### src/rtl/core/tlx_pkg.sv
// ----------------------------------------------------------------------------
// Token lexer package
// Shared widths, token kind codes and the control structs that link the
// token queue with the front end and the back end.
// ----------------------------------------------------------------------------
package tlx_pkg;

    localparam int DEF_POSITION_WIDTH = 16;
    localparam int DEF_VALUE_WIDTH    = 32;
    localparam int KIND_W             = 5;
    localparam int QUEUE_DEPTH        = 4;
    localparam int PREFIX_BYTES       = 5;

    localparam logic [KIND_W-1:0] KIND_NUMBER    = 5'd0;
    localparam logic [KIND_W-1:0] KIND_IDENT     = 5'd1;
    localparam logic [KIND_W-1:0] KIND_FN        = 5'd2;
    localparam logic [KIND_W-1:0] KIND_LET       = 5'd3;
    localparam logic [KIND_W-1:0] KIND_IF        = 5'd4;
    localparam logic [KIND_W-1:0] KIND_WHILE     = 5'd5;
    localparam logic [KIND_W-1:0] KIND_EQ_EQ     = 5'd6;
    localparam logic [KIND_W-1:0] KIND_PLUS      = 5'd10;
    localparam logic [KIND_W-1:0] KIND_MINUS     = 5'd11;
    localparam logic [KIND_W-1:0] KIND_STAR      = 5'd12;
    localparam logic [KIND_W-1:0] KIND_SLASH     = 5'd13;
    localparam logic [KIND_W-1:0] KIND_PERCENT   = 5'd14;
    localparam logic [KIND_W-1:0] KIND_ASSIGN    = 5'd15;
    localparam logic [KIND_W-1:0] KIND_LESS      = 5'd16;
    localparam logic [KIND_W-1:0] KIND_GREATER   = 5'd17;
    localparam logic [KIND_W-1:0] KIND_LBRACE    = 5'd18;
    localparam logic [KIND_W-1:0] KIND_RBRACE    = 5'd19;
    localparam logic [KIND_W-1:0] KIND_LPAREN    = 5'd20;
    localparam logic [KIND_W-1:0] KIND_RPAREN    = 5'd21;
    localparam logic [KIND_W-1:0] KIND_COMMA     = 5'd22;
    localparam logic [KIND_W-1:0] KIND_SEMICOLON = 5'd23;
    localparam logic [KIND_W-1:0] KIND_END       = 5'd24;
    localparam logic [KIND_W-1:0] KIND_ERROR     = 5'd25;

    localparam logic [1:0] SIGN_EQ   = 2'd0;
    localparam logic [1:0] SIGN_BANG = 2'd1;
    localparam logic [1:0] SIGN_LT   = 2'd2;
    localparam logic [1:0] SIGN_GT   = 2'd3;

    typedef struct packed {
        logic w0;
        logic w1;
    } q_write_t;

    typedef struct packed {
        logic has_data;
        logic has_room;
    } q_status_t;

    function automatic int data_bits(input int value_width, input int position_width);
        data_bits = KIND_W + value_width + 2 * position_width + 1;
    endfunction

    function automatic int tdata_bits(input int value_width, input int position_width);
        tdata_bits = ((data_bits(value_width, position_width) + 7) / 8) * 8;
    endfunction

endpackage

### src/rtl/core/tlx_front.sv
// ----------------------------------------------------------------------------
// Token lexer front end
// Accepts one source byte per cycle with accept high, tracks the pending
// token and writes zero, one or two finished token records into the queue.
// ----------------------------------------------------------------------------
module tlx_front #(
    parameter int POSITION_WIDTH = tlx_pkg::DEF_POSITION_WIDTH,
    parameter int VALUE_WIDTH    = tlx_pkg::DEF_VALUE_WIDTH,
    parameter int REC_W          = tlx_pkg::tdata_bits(VALUE_WIDTH, POSITION_WIDTH) + 1
) (
    input  logic             aclk,
    input  logic             aresetn,
    input  logic             accept,
    input  logic [7:0]       text_byte,
    output tlx_pkg::q_write_t wr,
    output logic [REC_W-1:0] rec0,
    output logic [REC_W-1:0] rec1
);
    import tlx_pkg::*;

    localparam int P        = POSITION_WIDTH;
    localparam int V        = VALUE_WIDTH;
    localparam int OFF_VAL  = KIND_W;
    localparam int OFF_ST   = OFF_VAL + V;
    localparam int OFF_LEN  = OFF_ST + P;
    localparam int OFF_OVF  = OFF_LEN + P;
    localparam int PW       = 8 * PREFIX_BYTES;

    typedef enum logic [1:0] {
        MODE_IDLE,
        MODE_NUMBER,
        MODE_IDENT,
        MODE_SIGN
    } mode_t;

    mode_t          mode_reg, mode_next;
    logic [1:0]     sign_reg, sign_next;
    logic [V-1:0]   acc_reg, acc_next;
    logic [PW-1:0]  prefix_reg, prefix_next;
    logic [P-1:0]   start_reg, start_next;
    logic [P-1:0]   count_reg, count_next;
    logic [P-1:0]   pos_reg, pos_next;
    logic           sat_reg, sat_next;

    logic           is_digit, is_letter, is_word, is_space, is_sign;
    logic [3:0]     digit;
    logic [1:0]     sign_code;
    logic           single_hit;
    logic [KIND_W-1:0] single_kind;
    logic [V+3:0]   acc_ten;
    logic           acc_ovf;
    logic [P-1:0]   count_inc;
    logic [P-1:0]   pos_inc;
    logic [KIND_W-1:0] word_kind;

    logic              done;
    logic              c_v;
    logic [KIND_W-1:0] c_kind;
    logic [V-1:0]      c_val;
    logic [P-1:0]      c_start;
    logic [P-1:0]      c_len;
    logic              c_ovf;
    logic              t_v;
    logic [KIND_W-1:0] t_kind;

    always_comb begin
        is_digit  = (text_byte >= "0") && (text_byte <= "9");
        is_letter = ((text_byte >= "a") && (text_byte <= "z"))
                 || ((text_byte >= "A") && (text_byte <= "Z"));
        is_word   = is_letter || is_digit || (text_byte == "_");
        is_space  = (text_byte == " ") || ((text_byte >= 8'd9) && (text_byte <= 8'd13));
        digit     = 4'(text_byte - "0");
        is_sign   = 1'b1;
        sign_code = SIGN_EQ;
        case (text_byte)
            "=":     sign_code = SIGN_EQ;
            "!":     sign_code = SIGN_BANG;
            "<":     sign_code = SIGN_LT;
            ">":     sign_code = SIGN_GT;
            default: is_sign = 1'b0;
        endcase
        single_hit  = 1'b1;
        single_kind = KIND_ERROR;
        case (text_byte)
            "+":     single_kind = KIND_PLUS;
            "-":     single_kind = KIND_MINUS;
            "*":     single_kind = KIND_STAR;
            "/":     single_kind = KIND_SLASH;
            "%":     single_kind = KIND_PERCENT;
            "{":     single_kind = KIND_LBRACE;
            "}":     single_kind = KIND_RBRACE;
            "(":     single_kind = KIND_LPAREN;
            ")":     single_kind = KIND_RPAREN;
            ",":     single_kind = KIND_COMMA;
            ";":     single_kind = KIND_SEMICOLON;
            default: single_hit = 1'b0;
        endcase

        acc_ten   = {acc_reg, 3'b000} + {1'b0, acc_reg, 2'b00} - {2'b00, acc_reg, 2'b00}
                  + {2'b00, acc_reg, 1'b0} + (V + 4)'(digit);
        acc_ovf   = sat_reg || (acc_ten[V+3:V] != 4'd0);
        count_inc = (&count_reg) ? count_reg : count_reg + 1'b1;
        pos_inc   = pos_reg + 1'b1;

        word_kind = KIND_IDENT;
        if ((count_reg == P'(2)) && (prefix_reg == 40'h00_0000_6E66)) begin
            word_kind = KIND_FN;
        end else if ((count_reg == P'(3)) && (prefix_reg == 40'h00_0074_656C)) begin
            word_kind = KIND_LET;
        end else if ((count_reg == P'(2)) && (prefix_reg == 40'h00_0000_6669)) begin
            word_kind = KIND_IF;
        end else if ((count_reg == P'(5)) && (prefix_reg == 40'h65_6C69_6877)) begin
            word_kind = KIND_WHILE;
        end
    end

    always_comb begin
        mode_next   = mode_reg;
        sign_next   = sign_reg;
        acc_next    = acc_reg;
        prefix_next = prefix_reg;
        start_next  = start_reg;
        count_next  = count_reg;
        pos_next    = pos_reg;
        sat_next    = sat_reg;
        done        = 1'b0;
        c_v         = 1'b0;
        c_kind      = KIND_NUMBER;
        c_val       = '0;
        c_start     = start_reg;
        c_len       = count_reg;
        c_ovf       = 1'b0;
        t_v         = 1'b0;
        t_kind      = KIND_ERROR;

        case (mode_reg)
            MODE_NUMBER: begin
                if (is_digit) begin
                    acc_next   = acc_ovf ? {V{1'b1}} : acc_ten[V-1:0];
                    sat_next   = acc_ovf;
                    count_next = count_inc;
                    pos_next   = pos_inc;
                    done       = 1'b1;
                end else begin
                    c_v    = 1'b1;
                    c_kind = KIND_NUMBER;
                    c_val  = acc_reg;
                    c_ovf  = sat_reg;
                end
            end
            MODE_IDENT: begin
                if (is_word) begin
                    for (int i = 0; i < PREFIX_BYTES; i++) begin
                        if (count_reg == P'(i)) begin
                            prefix_next[8*i +: 8] = text_byte;
                        end
                    end
                    count_next = count_inc;
                    pos_next   = pos_inc;
                    done       = 1'b1;
                end else begin
                    c_v    = 1'b1;
                    c_kind = word_kind;
                end
            end
            MODE_SIGN: begin
                c_v   = 1'b1;
                c_len = P'(1);
                if (text_byte == "=") begin
                    c_kind    = KIND_EQ_EQ + KIND_W'(sign_reg);
                    c_len     = P'(2);
                    mode_next = MODE_IDLE;
                    pos_next  = pos_inc;
                    done      = 1'b1;
                end else if (sign_reg == SIGN_BANG) begin
                    c_kind    = KIND_ERROR;
                    mode_next = MODE_IDLE;
                    sign_next = SIGN_EQ;
                    pos_next  = '0;
                    done      = 1'b1;
                end else begin
                    case (sign_reg)
                        SIGN_EQ: c_kind = KIND_ASSIGN;
                        SIGN_LT: c_kind = KIND_LESS;
                        default: c_kind = KIND_GREATER;
                    endcase
                end
            end
            default: ;
        endcase

        if (!done) begin
            mode_next  = MODE_IDLE;
            start_next = pos_reg;
            pos_next   = pos_inc;
            if (is_space) begin
                mode_next = MODE_IDLE;
            end else if (is_digit) begin
                mode_next  = MODE_NUMBER;
                acc_next   = V'(digit);
                sat_next   = 1'b0;
                count_next = P'(1);
            end else if (is_letter || (text_byte == "_")) begin
                mode_next   = MODE_IDENT;
                prefix_next = PW'(text_byte);
                count_next  = P'(1);
            end else if (is_sign) begin
                mode_next  = MODE_SIGN;
                sign_next  = sign_code;
                count_next = P'(1);
            end else if (single_hit) begin
                t_v    = 1'b1;
                t_kind = single_kind;
            end else begin
                t_v       = 1'b1;
                t_kind    = (text_byte == 8'd0) ? KIND_END : KIND_ERROR;
                sign_next = SIGN_EQ;
                pos_next  = '0;
            end
        end
    end

    always_comb begin
        rec0 = '0;
        rec1 = '0;
        if (c_v) begin
            rec0[KIND_W-1:0]        = c_kind;
            rec0[OFF_VAL +: V]      = c_val;
            rec0[OFF_ST +: P]       = c_start;
            rec0[OFF_LEN +: P]      = c_len;
            rec0[OFF_OVF]           = c_ovf;
            rec0[REC_W-1]           = !t_v;
            rec1[KIND_W-1:0]        = t_kind;
            rec1[OFF_ST +: P]       = pos_reg;
            rec1[OFF_LEN +: P]      = P'(1);
            rec1[REC_W-1]           = 1'b1;
        end else begin
            rec0[KIND_W-1:0]        = t_kind;
            rec0[OFF_ST +: P]       = pos_reg;
            rec0[OFF_LEN +: P]      = P'(1);
            rec0[REC_W-1]           = 1'b1;
        end
        wr.w0 = accept && (c_v || t_v);
        wr.w1 = accept && c_v && t_v;
    end

    always_ff @(posedge aclk) begin
        if (!aresetn) begin
            mode_reg   <= MODE_IDLE;
            sign_reg   <= SIGN_EQ;
            acc_reg    <= '0;
            prefix_reg <= '0;
            start_reg  <= '0;
            count_reg  <= '0;
            pos_reg    <= '0;
            sat_reg    <= 1'b0;
        end else if (accept) begin
            mode_reg   <= mode_next;
            sign_reg   <= sign_next;
            acc_reg    <= acc_next;
            prefix_reg <= prefix_next;
            start_reg  <= start_next;
            count_reg  <= count_next;
            pos_reg    <= pos_next;
            sat_reg    <= sat_next;
        end
    end

endmodule

### src/rtl/core/tlx_queue.sv
// ----------------------------------------------------------------------------
// Token lexer queue
// Small token record queue with two write slots per cycle and one read.
// ----------------------------------------------------------------------------
module tlx_queue #(
    parameter int REC_W = 73
) (
    input  logic              aclk,
    input  logic              aresetn,
    input  tlx_pkg::q_write_t wr,
    input  logic [REC_W-1:0]  rec0,
    input  logic [REC_W-1:0]  rec1,
    input  logic              pop,
    output tlx_pkg::q_status_t status,
    output logic [REC_W-1:0]  head
);
    import tlx_pkg::*;

    localparam int AW = $clog2(QUEUE_DEPTH);
    localparam int CW = $clog2(QUEUE_DEPTH + 1);

    logic [REC_W-1:0] mem_reg [QUEUE_DEPTH];
    logic [AW-1:0]    wptr_reg, wptr_next;
    logic [AW-1:0]    rptr_reg, rptr_next;
    logic [CW-1:0]    count_reg, count_next;
    logic [AW-1:0]    waddr1;

    always_comb begin
        waddr1     = wptr_reg + 1'b1;
        wptr_next  = wptr_reg + AW'(wr.w0) + AW'(wr.w1);
        rptr_next  = rptr_reg + AW'(pop);
        count_next = count_reg + CW'(wr.w0) + CW'(wr.w1) - CW'(pop);
        status.has_data = (count_reg != '0);
        status.has_room = (count_reg <= CW'(QUEUE_DEPTH - 2));
        head = mem_reg[rptr_reg];
    end

    always_ff @(posedge aclk) begin
        if (wr.w0) begin
            mem_reg[wptr_reg] <= rec0;
        end
        if (wr.w1) begin
            mem_reg[waddr1] <= rec1;
        end
    end

    always_ff @(posedge aclk) begin
        if (!aresetn) begin
            wptr_reg  <= '0;
            rptr_reg  <= '0;
            count_reg <= '0;
        end else begin
            wptr_reg  <= wptr_next;
            rptr_reg  <= rptr_next;
            count_reg <= count_next;
        end
    end

endmodule

### src/rtl/core/tlx_back.sv
// ----------------------------------------------------------------------------
// Token lexer back end
// Takes token records from the queue into the output register and offers
// them on the result stream.
// ----------------------------------------------------------------------------
module tlx_back #(
    parameter int REC_W = 73
) (
    input  logic               aclk,
    input  logic               aresetn,
    input  tlx_pkg::q_status_t status,
    input  logic [REC_W-1:0]   head,
    output logic               pop,
    output logic               m_axis_tvalid,
    input  logic               m_axis_tready,
    output logic [REC_W-2:0]   m_axis_tdata,
    output logic               m_axis_tlast
);
    import tlx_pkg::*;

    logic             valid_reg, valid_next;
    logic [REC_W-1:0] rec_reg;

    always_comb begin
        pop        = status.has_data && (!valid_reg || m_axis_tready);
        valid_next = pop || (valid_reg && !m_axis_tready);
    end

    always_ff @(posedge aclk) begin
        if (!aresetn) begin
            valid_reg <= 1'b0;
        end else begin
            valid_reg <= valid_next;
        end
    end

    always_ff @(posedge aclk) begin
        if (pop) begin
            rec_reg <= head;
        end
    end

    assign m_axis_tvalid = valid_reg;
    assign m_axis_tdata  = rec_reg[REC_W-2:0];
    assign m_axis_tlast  = rec_reg[REC_W-1];

endmodule

### src/rtl/core/token_lexer_top.sv
// ----------------------------------------------------------------------------
// Token lexer top level
// Streaming maximal-munch lexer: source bytes in, token records out.
//
//   Channel  Direction  Payload
//   s_axis   in         tdata: text_byte
//   m_axis   out        tdata: token_kind, number_value, start_position,
//                              token_length, value_overflow; tlast: last_of_run
//
// One byte is accepted per cycle while the token queue has room for two
// records. A token passes through the queue and then the output register
// before leaving. A byte yielding two tokens writes both together; since every
// token spans at least one byte, an always-ready output keeps the queue at two
// entries or fewer and the input never waits. Reset is synchronous and clears
// the scanner, queue and output register. A stalled output fills the
// four-entry queue past two entries and then holds off the input.
// ----------------------------------------------------------------------------
module token_lexer_top #(
    parameter int POSITION_WIDTH = tlx_pkg::DEF_POSITION_WIDTH,
    parameter int VALUE_WIDTH    = tlx_pkg::DEF_VALUE_WIDTH
) (
    input  logic       aclk,
    input  logic       aresetn,
    input  logic       s_axis_tvalid,
    output logic       s_axis_tready,
    // text_byte [7:0]
    input  logic [7:0] s_axis_tdata,
    output logic       m_axis_tvalid,
    input  logic       m_axis_tready,
    // token_kind, number_value, start_position, token_length, value_overflow,
    // zero fill up to a whole byte
    output logic [tlx_pkg::tdata_bits(VALUE_WIDTH, POSITION_WIDTH)-1:0] m_axis_tdata,
    // last_of_run
    output logic       m_axis_tlast
);
    import tlx_pkg::*;

    localparam int REC_W = tdata_bits(VALUE_WIDTH, POSITION_WIDTH) + 1;

    q_write_t         wr;
    q_status_t        status;
    logic [REC_W-1:0] rec0;
    logic [REC_W-1:0] rec1;
    logic [REC_W-1:0] head;
    logic             pop;
    logic             accept;

    assign s_axis_tready = status.has_room;
    assign accept        = s_axis_tvalid && s_axis_tready;

    tlx_front #(
        .POSITION_WIDTH(POSITION_WIDTH),
        .VALUE_WIDTH   (VALUE_WIDTH),
        .REC_W         (REC_W)
    ) u_front (
        .aclk     (aclk),
        .aresetn  (aresetn),
        .accept   (accept),
        .text_byte(s_axis_tdata),
        .wr       (wr),
        .rec0     (rec0),
        .rec1     (rec1)
    );

    tlx_queue #(
        .REC_W(REC_W)
    ) u_queue (
        .aclk   (aclk),
        .aresetn(aresetn),
        .wr     (wr),
        .rec0   (rec0),
        .rec1   (rec1),
        .pop    (pop),
        .status (status),
        .head   (head)
    );

    tlx_back #(
        .REC_W(REC_W)
    ) u_back (
        .aclk         (aclk),
        .aresetn      (aresetn),
        .status       (status),
        .head         (head),
        .pop          (pop),
        .m_axis_tvalid(m_axis_tvalid),
        .m_axis_tready(m_axis_tready),
        .m_axis_tdata (m_axis_tdata),
        .m_axis_tlast (m_axis_tlast)
    );

    a_second_write_needs_first: assert property (
        @(posedge aclk) disable iff (!aresetn) wr.w1 |-> wr.w0
    ) else $error("Second queue write without the first.");

    a_write_fills_queue: assert property (
        @(posedge aclk) disable iff (!aresetn) (wr.w0 && !status.has_data) |=> status.has_data
    ) else $error("Queue still empty after a token write.");

    a_head_moves_to_output: assert property (
        @(posedge aclk) disable iff (!aresetn) (status.has_data && !m_axis_tvalid) |=> m_axis_tvalid
    ) else $error("Queued token did not reach the output register.");

endmodule

### config.mk
export PLATFORM = sky130hd
export DESIGN_NAME = token_lexer_top
export DESIGN_NICKNAME = d
export VERILOG_FILES = /design/src/rtl/core/tlx_pkg.sv /design/src/rtl/core/tlx_front.sv /design/src/rtl/core/tlx_queue.sv /design/src/rtl/core/tlx_back.sv /design/src/rtl/core/token_lexer_top.sv
export SDC_FILE = /design/constraint.sdc
export NUM_CORES = 1
export LEC_CHECK = 0
export BUFFER_PORTS_ARGS = -buffer_cell sky130_fd_sc_hd__buf_2
export CORE_UTILIZATION = 54
export CTS_CLUSTER_SIZE = 14
export DETAILED_ROUTE_END_ITERATION = 16
export GPL_TIMING_DRIVEN = 0
export PLACE_DENSITY = 0.71
export SKIP_CTS_REPAIR_TIMING = 1
export SYNTH_ARGS = -nofsm -noshare
export SYNTH_HDL_FRONTEND = slang
export SYNTH_SLANG_ARGS = --single-unit
### constraint.sdc
create_clock -name aclk -period 12.95 [get_ports aclk]
set_input_delay 1.9425 -clock aclk [delete_from_list [all_inputs] [get_ports aclk]]
set_output_delay 1.9425 -clock aclk [all_outputs]
set_load 0.02 [all_outputs]
# Yosys cells after proc, flatten, opt, wreduce, memory -nomap -nowiden
# Memory sizes are Yosys's and may differ from the RTL's. A register that Yosys moved wholly into a read port is not among the register bits.
# Index checks and enable logic that the tools add are counted.
# Widths: inputs -> output; s select.
dict set report totals {
  regBits 206
  in_bits 12
  ramBits 284
  latchBits 0
  rom_bits 0
  memories 1
  output_inout_bits 75
}
# name depth width read_ports rd_clocked_by_memory_dff write_ports line_no
set mem_list {}
lappend mem_list {u_queue.mem_reg 4 71 1 1 2 tlx_queue.sv:22} ;# logic [REC_W-1:0] mem_reg [QUEUE_DEPTH];
dict set report op_classes {
  n_div 0
  n_lt_le_gt_ge 9
  n_eq_ne 37
  multipliers 0
  n_reduce_logical 37
  bitwise 1
  muxes 110
  shift 0
  addsub 15
}
# cell count
set op_table {}
lappend op_table {{$mux 32} 10}
lappend op_table {{$mux 16} 19}
lappend op_table {{$mux 40} 6}
lappend op_table {{$eq 8x6->1 const B} 14}
lappend op_table {{$eq 40x15->1 const B} 2}
lappend op_table {{$mux 5} 14}
lappend op_table {{$pmux 5 s11} 1}
lappend op_table {{$pmux 16 s3} 1}
lappend op_table {{$eq 40x23->1 const B} 1}
lappend op_table {{$eq 40x39->1 const B} 1}
lappend op_table {{$mux 8} 5}
lappend op_table {{$add 35x34->36} 1}
lappend op_table {{$add 36x33->36} 1}
lappend op_table {{$add 36x4->36} 1}
lappend op_table {{$mux 2} 18}
lappend op_table {{$sub 36x34->36} 1}
lappend op_table {{$add 16x1->16 const B} 2}
lappend op_table {{$eq 16x2->1 const B} 2}
lappend op_table {{$eq 16x3->1 const B} 2}
lappend op_table {{$pmux 16 s2} 1}
lappend op_table {{$mux 1} 28}
lappend op_table {{$eq 8x7->1 const B} 3}
lappend op_table {{$pmux 5 s2} 2}
lappend op_table {{$mux 17} 1}
lappend op_table {{38 further kinds} 72}

# Depth between registers and ports, before layout
dict set report logic_depth {
  depth_word 13
  depth_mapped 19
}

# Cells and area by module
# A second synthesis with hierarchy kept.
dict set report hier_totals {
  hier_cells 2340
  area_unflattened_um2 28558.6
}
# mod instances area_each_um2 seq_area_each_um2 cells_per_inst
set by_module_without_submodules {}
lappend by_module_without_submodules {tlx_queue 1 14478.9 8908.5 747}
lappend by_module_without_submodules {tlx_front 1 11833.8 2502.4 1515}
lappend by_module_without_submodules {tlx_back 1 2239.6 2212.1 77}
lappend by_module_without_submodules {token_lexer_top 1 6.3 0.0 1}

# Worst setup path after synthesis
# OpenSTA, ideal clock, no wires.
dict set report synth_path {
  kind {in2reg}
  from {input port m_axis_tready}
  to {register u_queue.count_reg[1]}
  setup_time_ns 0.115
  n_path_buf 0
  arrival_ns 9.042
  stages 7
  path_slack_ns 3.793
  t_required_ns 12.835
  path_cell_list {nand2b_1 > a21boi_0 > ha_1 > inv_1 > fa_1 > fa_1 > and2_1}
}
dict set report synth_between {
  elab_chain_cells 3
}
# item line_no
set synth_rtl {}
lappend synth_rtl {{start: declaration} token_lexer_top.sv:29} ;# input logic m_axis_tready,
lappend synth_rtl {{$logic_or 1x1->1} tlx_back.sv:25} ;# pop = status.has_data && (!valid_reg || m_axis_tready);
lappend synth_rtl {{$logic_and 1x1->1} tlx_back.sv:25}
lappend synth_rtl {{via pop} token_lexer_top.sv:45} ;# logic pop;
lappend synth_rtl {{$sub 3x1->3} tlx_queue.sv:32} ;# count_next = count_reg + CW'(wr.w0) + CW'(wr.w1) - CW'(pop);
lappend synth_rtl {{via u_queue.count_next[1]} tlx_queue.sv:25} ;# logic [CW-1:0] count_reg, count_next;
lappend synth_rtl {{end signal: assignment} tlx_queue.sv:55} ;# count_reg <= count_next;
lappend synth_rtl {{end: declaration} tlx_queue.sv:25}
# The timed path passes the listed nets, and every way through them passes these cells.
# A chain may end at the register's enable or synchronous reset.

# Final worst setup path
dict set report layout_path {
  from {input port s_axis_tdata[3]}
  to {register u_front.acc_reg[12]}
}
dict set report layout_between {
  elab_chain_cells 10
  word_cells_on_any_way 33
  classes_between {2 x add/sub; 8 x order compare; 3 x eq/ne; 10 x mux; 10 x reduce/logical}
}
# item line_no
set layout_rtl {}
lappend layout_rtl {{start: declaration} token_lexer_top.sv:27} ;# input logic [7:0] s_axis_tdata,
lappend layout_rtl {{$sub 4x1->4} tlx_front.sv:72} ;# digit = 4'(text_byte - "0");
lappend layout_rtl {{$add 36x4->36} tlx_front.sv:100} ;# + {2'b00, acc_reg, 1'b0} + (V + 4)'(digit);
lappend layout_rtl {{$reduce_bool 4->1} tlx_front.sv:101} ;# acc_ovf = sat_reg || (acc_ten[V+3:V] != 4'd0);
lappend layout_rtl {{$logic_or 1x1->1} tlx_front.sv:101}
lappend layout_rtl {{$mux 32} tlx_front.sv:139} ;# acc_next = acc_ovf ? {V{1'b1}} : acc_ten[V-1:0];
lappend layout_rtl {{$mux 32} tlx_front.sv:138} ;# if (is_digit) begin
lappend layout_rtl {{$mux 32} tlx_front.sv:136} ;# case (mode_reg)
lappend layout_rtl {{$mux 32} tlx_front.sv:198} ;# end else if (is_digit) begin
lappend layout_rtl {{$mux 32} tlx_front.sv:196} ;# if (is_space) begin
lappend layout_rtl {{$mux 32 (*)} tlx_front.sv:192} ;# if (!done) begin
lappend layout_rtl {{end signal: assignment} tlx_front.sv:260} ;# acc_reg <= acc_next;
lappend layout_rtl {{end: declaration} tlx_front.sv:38} ;# logic [V-1:0] acc_reg, acc_next;
# Mark *: on every way between the ends. The rest lies on a longest branch, timed or not.

==> out/results.txt <==
hold path depth -> 1
global-route wire length before repair -> 106 mm
Largest delay share family, worst path -> adder cells
Crit. End Element -> flop
most common cell after layout, fill and taps aside -> dfxtp_1
# port buffers -> 83
final hold vios -> 0
Hold Path Origin -> u_queue.mem_reg[1][59]
slowest stage delay, CP -> 570 ps
Total Power -> 4.18 mW
CTS clk-pin slew, worst paths -> 70 ps
Yosys cell types -> 85
initial antenna violation count -> 1
largest net degree at the start of global routing -> 33
outcome -> complete, but fails checks
CP max stage cell -> fa_1
total gr overflow -> 0
number of global-route vias before repair -> 19000
sequential-to-total area share from yosys stat -> 46.1%
crit share post-route -> 50.4%
Detailed Routing Iterations Pass 1 -> 12
critical path depth -> 17
max cap viols -> 0
Ports -> 87
Max Slew Vio Count -> 0
Peak supply drop -> 0.000137 V
cell count after synthesis -> 2249
Worst Tran Pin Value -> 1240 ps
Initial Utilization -> 54.6%
post-route DRC violation count -> 2
Root Driver -> clkbuf_16
leak pwr -> 10.1 nW
Placed Area -> 0.0259 sq mm
crit path launch type -> input port
die height -> 216 microns
Reg area -> 0.0114 sq mm
Rel. slew slack -> 17.0%
arrival time at the worst endpoint -> 6980 ps
initial detailed-routing violation count -> 2100
pwr dens -> 152 mW/mm^2
clk_lat worst skew -> 600 ps
RSZ-0062 raised after global routing -> no
CTS Buf Count -> 49
gr usage total -> 29.0%
HPWL Detailed -> 48.0 mm
YS warnings -> 0
Synth Cell Area -> 0.0247 sq mm
Worst Setup SP -> s_axis_tdata[3]
Die W -> 216 microns
Reg2Reg Depth -> 19
WHS -> 462 ps
min Tclk post-route -> 6520 ps
Synth Register Bits -> 488
clk sinks -> 488
design area -> 0.0275 sq mm
Synth Flop Type -> dfxtp_1
failing checks -> DRC
start of the worst register-to-register path -> u_front.acc_reg[12]
Critical path buffers and inverters -> 3
Fmax achieved -> 153 MHz
fin nets -> 2545
FFs w/ async S/R, synth -> 0%
max reg flops -> 284
crit-path cells -> buf_2, fa_1, fa_1, fa_1, ha_1, inv_1, fa_1, nand2b_1, a21oi_1, o21ai_0, o21ai_1, nand4_1, o2111ai_1, nand4_1, buf_2, o211ai_1, o211ai_1
Worst path most repeated cell -> fa_1
hold endpoint -> u_queue.mem_reg[1][59]
Clock Skews -> 12.3 ps
CP Max Fanout -> 10
Hold WC Path Type -> flop to flop
fillcell total -> 3765
Multi-input gate area -> 0.0120 sq mm
H-tree depth -> 2
vias per std cell -> 6.41
Syn Area/Cell -> 11.0 sq um
r2r endpoint -> u_front.acc_reg[12]
Core Area -> 0.0453 sq mm
routability congestion estimate -> 0.913
Worst Setup Path Type -> input port to flop
most frequent cells in the layout -> dfxtp_1, a32o_1, clkbuf_1, edfxtp_1, nand2_1
wire per inst -> 22.5 microns
count of flip-flops with a built-in enable after synthesis -> 163
Rows -> 78
drt total wl -> 68.2 mm
CTS tree -> done
Setup violations, final -> 0
vias after detailed routing -> 19400
Area Growth Syn to Fin -> 11.1%
Req. time, crit path -> 13410 ps
Worst R2R Setup Slack -> 6940 ps
Antenna Diode Count -> 0
post-route ant nets -> 0
share of layout cells above drive strength 1 -> 12.5%
die area -> 0.0466 sq mm
worst-case clock buffer depth -> 3
post-route setup TNS -> 0 ps
## cell type report
cell class	count	share of cell area [%]
Sequential cell	488	41.5
Timing Repair Buffer	85	1.66
Buffer	204	3.16
Multi-Input combinational cell	1448	43.9
Clock buffer	61	4.71
Clock inverter	31	0.870
Inverter	110	1.50
Tap cell	600	2.73
## synth_stat cells (all sizes together) (35+ instances only)
master	instances	area, sq um
dfxtp	325	6510
a32o	190	1900
edfxtp	163	4890
clkbuf	155	582
nand2	140	536
nor2	134	518
ha	110	1380
inv	109	409
o21ai	82	414
a22o	76	666
a21oi	73	373
mux4	71	1600
buf	49	287
fa	37	741
nor3	36	200
xor2	36	315
nand3	35	223
## worst max path at each step
stage and end:
2_1_floorplan u_queue.count_reg[1], 3_3_place_gp u_queue.count_reg[1], 3_5_place_dp u_front.acc_reg[12], 4_1_cts u_front.acc_reg[31], 5_1_grt u_front.acc_reg[6], 6_report u_front.acc_reg[12]
## stage by stage
stage | utilization, % | setup slack, ps | instances
floorplan | - | 3790 | 2250
global placement | 57.2 | 809 | 2933
detailed placement | 57.3 | 5900 | 2935
CTS | 60.6 | 6470 | 3027
global route | 60.6 | 6160 | 3027
finish | 60.6 | 6430 | 3027
## kinds of logic after synthesis
kind of cell | Yosys count | share of synthesized area, %
flip-flops | 488 | 46.1
adder cells (fa/ha/maj) | 147 | 8.57
AND/OR/NAND/NOR | 525 | 10.9
other | 1 | 0.0152
AO/OA/AOI/OAI | 625 | 19.9
XOR/XNOR | 67 | 2.37
multiplexers | 82 | 6.92
buffers and inverters | 314 | 5.19
## metal layers
metal	routed length (microns)	up-vias	GRT usage, %
met4	2050	0	9.46
met3	5680	137	5.31
li1	-	8786	-
met2	31200	890	45.6
met1	29200	9604	40.5
met5	0	-	0
## report_power, final
part | switching, mW | internal (mW) | total (mW)
Combinational | 0.678 | 0.317 | 0.996
Sequential | 0.0437 | 1.77 | 1.81
Clock | 0.617 | 0.755 | 1.37
Note: power is estimated with default switching activity, not from simulation.
